==> config.mk <==
export PLATFORM = sky130hd
export DESIGN_NAME = cms_ctrl
export DESIGN_NICKNAME = d
export VERILOG_FILES = /design/src/design/cms_pkg.sv /design/src/design/cms_ctrl.sv
export SDC_FILE = /design/constraint.sdc
export NUM_CORES = 1
export LEC_CHECK = 0
export BUFFER_PORTS_ARGS = -buffer_cell sky130_fd_sc_hd__buf_2
export CAP_MARGIN = 20
export CORE_ASPECT_RATIO = 1.25
export CORE_MARGIN = 3
export CORE_UTILIZATION = 51
export DETAILED_ROUTE_END_ITERATION = 10
export PLACE_DENSITY_LB_ADDON = 0.1
export REMOVE_ABC_BUFFERS = 1
export SKIP_CTS_REPAIR_TIMING = 1
export SLEW_MARGIN = 25
export SYNTH_ARGS = -nofsm -noshare
export SYNTH_HDL_FRONTEND = slang
export SYNTH_SLANG_ARGS = --single-unit
==> constraint.sdc <==
create_clock -name i_clk -period 2.5 [get_ports i_clk]
set_input_delay 0.25 -clock i_clk [delete_from_list [all_inputs] [get_ports i_clk]]
set_output_delay 0.25 -clock i_clk [all_outputs]
set_load 0.05 [all_outputs]
==> src/design/cms_pkg.sv <==
// ----------------------------------------------------------------------------
// cms_pkg
// Shared types and constants of the count-min sketch engine: counter width
// and limit, digest chunk geometry, controller states and the command bundle.
// ----------------------------------------------------------------------------
package cms_pkg;

    // counter geometry
    localparam int CNT_W    = 62;
    localparam int CHUNK_W  = 16;
    localparam int DIGEST_W = 128;
    localparam int MAX_ROWS = 8;
    localparam int FUNC_W   = 1;
    localparam int LEVEL_W  = 6;

    // saturation value of a counter
    localparam logic [CNT_W-1:0] CNT_LIMIT = {CNT_W{1'b1}};

    // operation codes
    localparam logic [FUNC_W-1:0] FUNC_UPDATE = 1'b0;
    localparam logic [FUNC_W-1:0] FUNC_QUERY  = 1'b1;

    // controller states
    typedef enum logic [2:0] {
        S_CLEAR,
        S_IDLE,
        S_QUO,
        S_REM,
        S_RD,
        S_EVAL,
        S_FIN
    } t_state;

    // controller to datapath step strobes
    typedef struct packed {
        logic load;   // latch accepted item
        logic quo;    // column quotient estimate
        logic rem;    // column remainder
        logic rd;     // bank read
        logic eval;   // pair minima and limit check
        logic fin;    // commit update, load result
        logic clr;    // clearing sweep write
    } t_cmd;

endpackage

==> src/design/cms_ctrl.sv <==
// ----------------------------------------------------------------------------
// cms_ctrl
// Sequencer of the sketch engine: clearing sweep after reset, then one item
// at a time through quotient, remainder, read, evaluate and commit steps.
// ----------------------------------------------------------------------------
module cms_ctrl
    import cms_pkg::*;
#(
    parameter int ADDR_W = 16,
    parameter int DEPTH  = 65536
) (
    input  logic              i_clk,
    input  logic              i_rst_n,
    input  logic              i_in_valid,
    output logic              o_in_ready,
    output logic              o_out_valid,
    input  logic              i_out_ready,
    output t_cmd              o_cmd,
    output logic [ADDR_W-1:0] o_clr_addr
);

    t_state            r_state, n_state;
    logic              r_out_valid, n_out_valid;
    logic [ADDR_W-1:0] r_clr_addr, n_clr_addr;

    // state, result valid and sweep address
    always_ff @(posedge i_clk) begin
        if (!i_rst_n) begin
            r_state     <= S_CLEAR;
            r_out_valid <= 1'b0;
            r_clr_addr  <= '0;
        end else begin
            r_state     <= n_state;
            r_out_valid <= n_out_valid;
            r_clr_addr  <= n_clr_addr;
        end
    end

    // next state and step strobes
    always_comb begin
        n_state     = r_state;
        n_clr_addr  = r_clr_addr;
        n_out_valid = r_out_valid && !i_out_ready;
        o_cmd       = '0;
        o_in_ready  = 1'b0;
        unique case (r_state)
            S_CLEAR: begin
                o_cmd.clr  = 1'b1;
                n_clr_addr = r_clr_addr + 1'b1;
                if (r_clr_addr == ADDR_W'(DEPTH - 1)) begin
                    n_state = S_IDLE;
                end
            end
            S_IDLE: begin
                o_in_ready = 1'b1;
                if (i_in_valid) begin
                    o_cmd.load = 1'b1;
                    n_state    = S_QUO;
                end
            end
            S_QUO: begin
                o_cmd.quo = 1'b1;
                n_state   = S_REM;
            end
            S_REM: begin
                o_cmd.rem = 1'b1;
                n_state   = S_RD;
            end
            S_RD: begin
                o_cmd.rd = 1'b1;
                n_state  = S_EVAL;
            end
            S_EVAL: begin
                o_cmd.eval = 1'b1;
                n_state    = S_FIN;
            end
            S_FIN: begin
                // hold until the result register is free
                if (!r_out_valid || i_out_ready) begin
                    o_cmd.fin   = 1'b1;
                    n_out_valid = 1'b1;
                    n_state     = S_IDLE;
                end
            end
            default: n_state = S_IDLE;
        endcase
    end

    assign o_out_valid = r_out_valid;
    assign o_clr_addr  = r_clr_addr;

endmodule

==> metrics.md <==
| Metric | Value |
|---|---|
| Remaining Overflow, GRT | 0 |
| Relative slew slack | between 70% and 80% |
| Largest net degree at the start of global routing | 22 |
| CTS tree | yes |
| Worst r2r src | r_state[0]$_SDFFE_PN0P_ |
| Final ANT Viol Nets | 0 |
| Startpoint Class | register |
| Critical Path Start | r_state[0]$_SDFFE_PN0P_ |
| Power Dens Cells | around 430 mW/mm2 |
| Vias | roughly 1000 |
| Core Box Area | 0.00187 mm2 |
| Yosys reg bits | 20 |
| First-pass GRT wire length | roughly 3.7 mm |
| Yosys cell types | 34 |
| Number of global-route vias before repair | roughly 900 |
| DR WL met2 | approximately 1.1 mm |
| Max IR drop VDD | approximately 0.41 mV |
| CP Capture Point | o_clr_addr[15]$_SDFFE_PN0P_ |
| Number of diodes | 0 |
| Crit path largest cell delay | between 0.4 and 0.5 ns |
| Critical path depth in cells | 5 |
| Flop2flop setup slack | 0.50 ns |
| Top sig layer | met4 |
| Seq/Total Area, Yosys | between 30% and 40% |
| CP Capture Type | register |
| Die X | around 47 um |
| CP Max Fanout | 13 |
| Top-level I/O count | 29 |
| WL met1 | about 990 um |
| Post-synth ARST share | 0% |
| Worst slew pin tran | ~0.37 ns |
| CP max-delay cell | or3_4 |
| Crit path kind | reg2reg |
| Pleak | 0.510 nW |
| Met3 wire length | 100 um |
| Layout cells sized above 1 | 21.7% |
| Clk_lat worst skew | 0.30 ns |
| DR iter-0 viols | 10 |
| H-tree depth | 1 |
| Worst-path clk slew | about 0.11 ns |
| Final Critical Period | approximately 2.0 ns |
| Critical path, cell by cell | or3_4, inv_1, nand4_1, or4_1, a21boi_0 |
| EDFF count, synth | 0 |
| Tot GR Track Use | a little under a fifth |
| Final count of negative-setup-slack endpoints | 0 |
| Worst Skew | 0.00203 ns |
| Dominant cell type by area after synthesis | dfxtp_1 |
| Unrepaired setup endpoints after global routing | no |
| Buf+Inv Stages, Crit Path | 1 |
| Cells after Synth | between 100 and 150 |
| Post-route cell area | 0.00122 mm2 |
| Initial Utilization | between 50% and 60% |
| Area Overhead vs Synth | 13.9% |
| Share of the synthesized area in the top cell type | a little under two fifths |
| WP data required | around 2.7 ns |
| Outcome | completed |
| # fillers | 170 |
| Setup TNS | 0 ns |
| Die Area | about 0.0027 mm2 |
| Placed Area | 0.00119 mm2 |
| Total CTS buffers | 3 |
| Final worst setup slack | around 0.5 ns |
| Final Wtd Congestion | 0.850 |
| Rows | 17 |
| Clock buffer depth | 2 |
| R2R depth | 5 |
| Delay-heaviest family, CP | simple AND/OR/NAND/NOR gates |
| Avg Inst Size Synth | 8.41 um2 |
| Crit Reg-Reg Endpoint | o_clr_addr[15]$_SDFFE_PN0P_ |
| Worst slack, placed | 0.517 ns |
| DR DRC count | 0 |
| Final hold violations | 0 |
| Chip height | 57.2 um |
| Post-DP HPWL | roughly 1.6 mm |
| Max-slew violations | 0 |
| Prevailing post-synth register cell | dfxtp_1 |
| Antenna violations before repair | 0 |
| Max Cap Viol | 0 |
| Crit path DAT | 2.23 ns |
| First-pass detailed-route iteration total | 4 |
| DR vias/cell | between 5 and 6 |
| End-of-flow core utilization | between 60% and 70% |
| Tcrit/Tclk final | around four fifths |
| Synth Warn # | 0 |
| Port bufs | 28 |
| Hold Path Class | in2reg |
| Most area-consuming cells after synthesis | dfxtp_1 (37%), and2_1 (5.9%), xnor2_1 (4.9%) |
| WL final | approximately 2.2 mm |
| Clock root cell | clkbuf_4 |
| Maximum clock rate | approximately 500 MHz |
| Clock sink count | 20 |
| Synthesized cell area | around 0.0011 mm2 |
| Layout Nets | 160 |
| Routed wire per std cell | roughly 13 um |
## worst register-to-register path, cell delays in order (launching register included)
cell and delay [ns]:
dfxtp_1 0.42, or3_4 0.46, inv_1 0.20, nand4_1 0.22
or4_1 0.44, a21boi_0 0.18
## cell usage after synthesis (2+ instances only)
cell	n
nor3b_1	2
nand3_1	4
ha_1	2
clkbuf_1	4
a21boi_1	2
o21ai_0	10
o22ai_1	2
nor2b_1	3
nand2b_1	2
nor3_1	2
and2_1	10
xor2_1	2
o31ai_1	2
a21oi_1	3
a21boi_0	6
nor2_1	7
dfxtp_1	20
xnor2_1	6
inv_1	4
buf_6	2
or3_1	5
and4_1	2
nand2_1	9
nand4_1	6
## per-stage QoR
stage                     hold WS [ns]  power, mW  std cells
final                            0.254      0.519        171
after floorplan                  0.359      0.359        121
after global placement           0.496      0.371        168
after detailed placement         0.510      0.372        168
after CTS                        0.257      0.520        171
after global routing             0.269      0.539        171
## placed cells by master, fill, tap and decap left out
cell / netlist / layout
a211o_1: 1 / 1
a21boi_0: 6 / 6
a21boi_1: 2 / 2
a21oi_1: 3 / 3
and2_0: 1 / 1
and2_1: 10 / 10
and3_1: 1 / 1
and4_1: 2 / 2
buf_2: 0 / 28
clkbuf_4: 0 / 3
dfxtp_1: 20 / 20
ha_1: 2 / 2
inv_1: 4 / 4
nand2_1: 9 / 9
nand2b_1: 2 / 2
nand3_1: 4 / 4
nand3b_1: 1 / 1
nand4_1: 6 / 6
nor2_1: 7 / 7
nor2b_1: 3 / 3
nor3_1: 2 / 2
nor3b_1: 2 / 2
nor4_1: 1 / 1
o211ai_1: 1 / 1
o21ai_0: 10 / 10
o22ai_1: 2 / 2
o31ai_1: 2 / 2
or2b_1: 1 / 1
or3_1: 5 / 5
or3_4: 1 / 1
or4_1: 1 / 1
or4b_4: 1 / 1
xnor2_1: 6 / 6
xor2_1: 2 / 2
## cells by family after synthesis
family                   count (synthesis)  share of synthesized area, %
AND/OR/NAND/NOR                         60                          32.9
AO/OA/AOI/OAI                           27                          15.8
flip-flops                              20                          37.5
buffers and inverters                   10                          4.92
XOR/XNOR                                 8                          6.56
adder cells (fa/ha/maj)                  2                          2.34
## routing by layer
layer	vias to the layer above	GRT usage [%]
met3	5	2.84
li1	497	-
met5	-	0
met4	0	7.11
met2	21	29.5
met1	474	23.0
## where the power goes
part | internal, mW | total, mW | switching [mW] | leakage [nW]
clock | 0.0562 | 0.155 | 0.0983 | 0.0138
combinational | 0.0120 | 0.0369 | 0.0249 | 0.335
sequential | 0.323 | 0.328 | 0.00524 | 0.162
total | 0.391 | 0.519 | 0.128 | 0.510
## worst min-delay path by stage
stage	endpoint	cells past startpoint	from	slack (ns)
final	o_out_valid$_SDFF_PN0_	3	i_out_ready	0.25
after global routing	o_out_valid$_SDFF_PN0_	3	i_out_ready	0.27
after CTS	o_out_valid$_SDFF_PN0_	3	i_out_ready	0.26
after detailed placement	o_out_valid$_SDFF_PN0_	2	o_out_valid$_SDFF_PN0_	0.51
after global placement	o_clr_addr[13]$_SDFFE_PN0P_	2	o_clr_addr[13]$_SDFFE_PN0P_	0.50
after floorplan	r_state[2]$_SDFFE_PN0P_	2	i_rst_n	0.36
## layout make-up
cell class / instances / area [um2] / area share [%]
multi-input combinational: 97 / 616 / 50.6
sequential: 20 / 400 / 32.9
timing repair buffer: 28 / 140 / 11.5
tap: 19 / 23.8 / 1.95
clock buffer: 3 / 22.5 / 1.85
inverter: 4 / 15.0 / 1.23
## state kept, by name, indices dropped and copies added, names as in the netlist
signal       flops
o_clr_addr      16
r_state          3
o_out_valid      1
No activity file was read; power rests on OpenSTA's default activity.
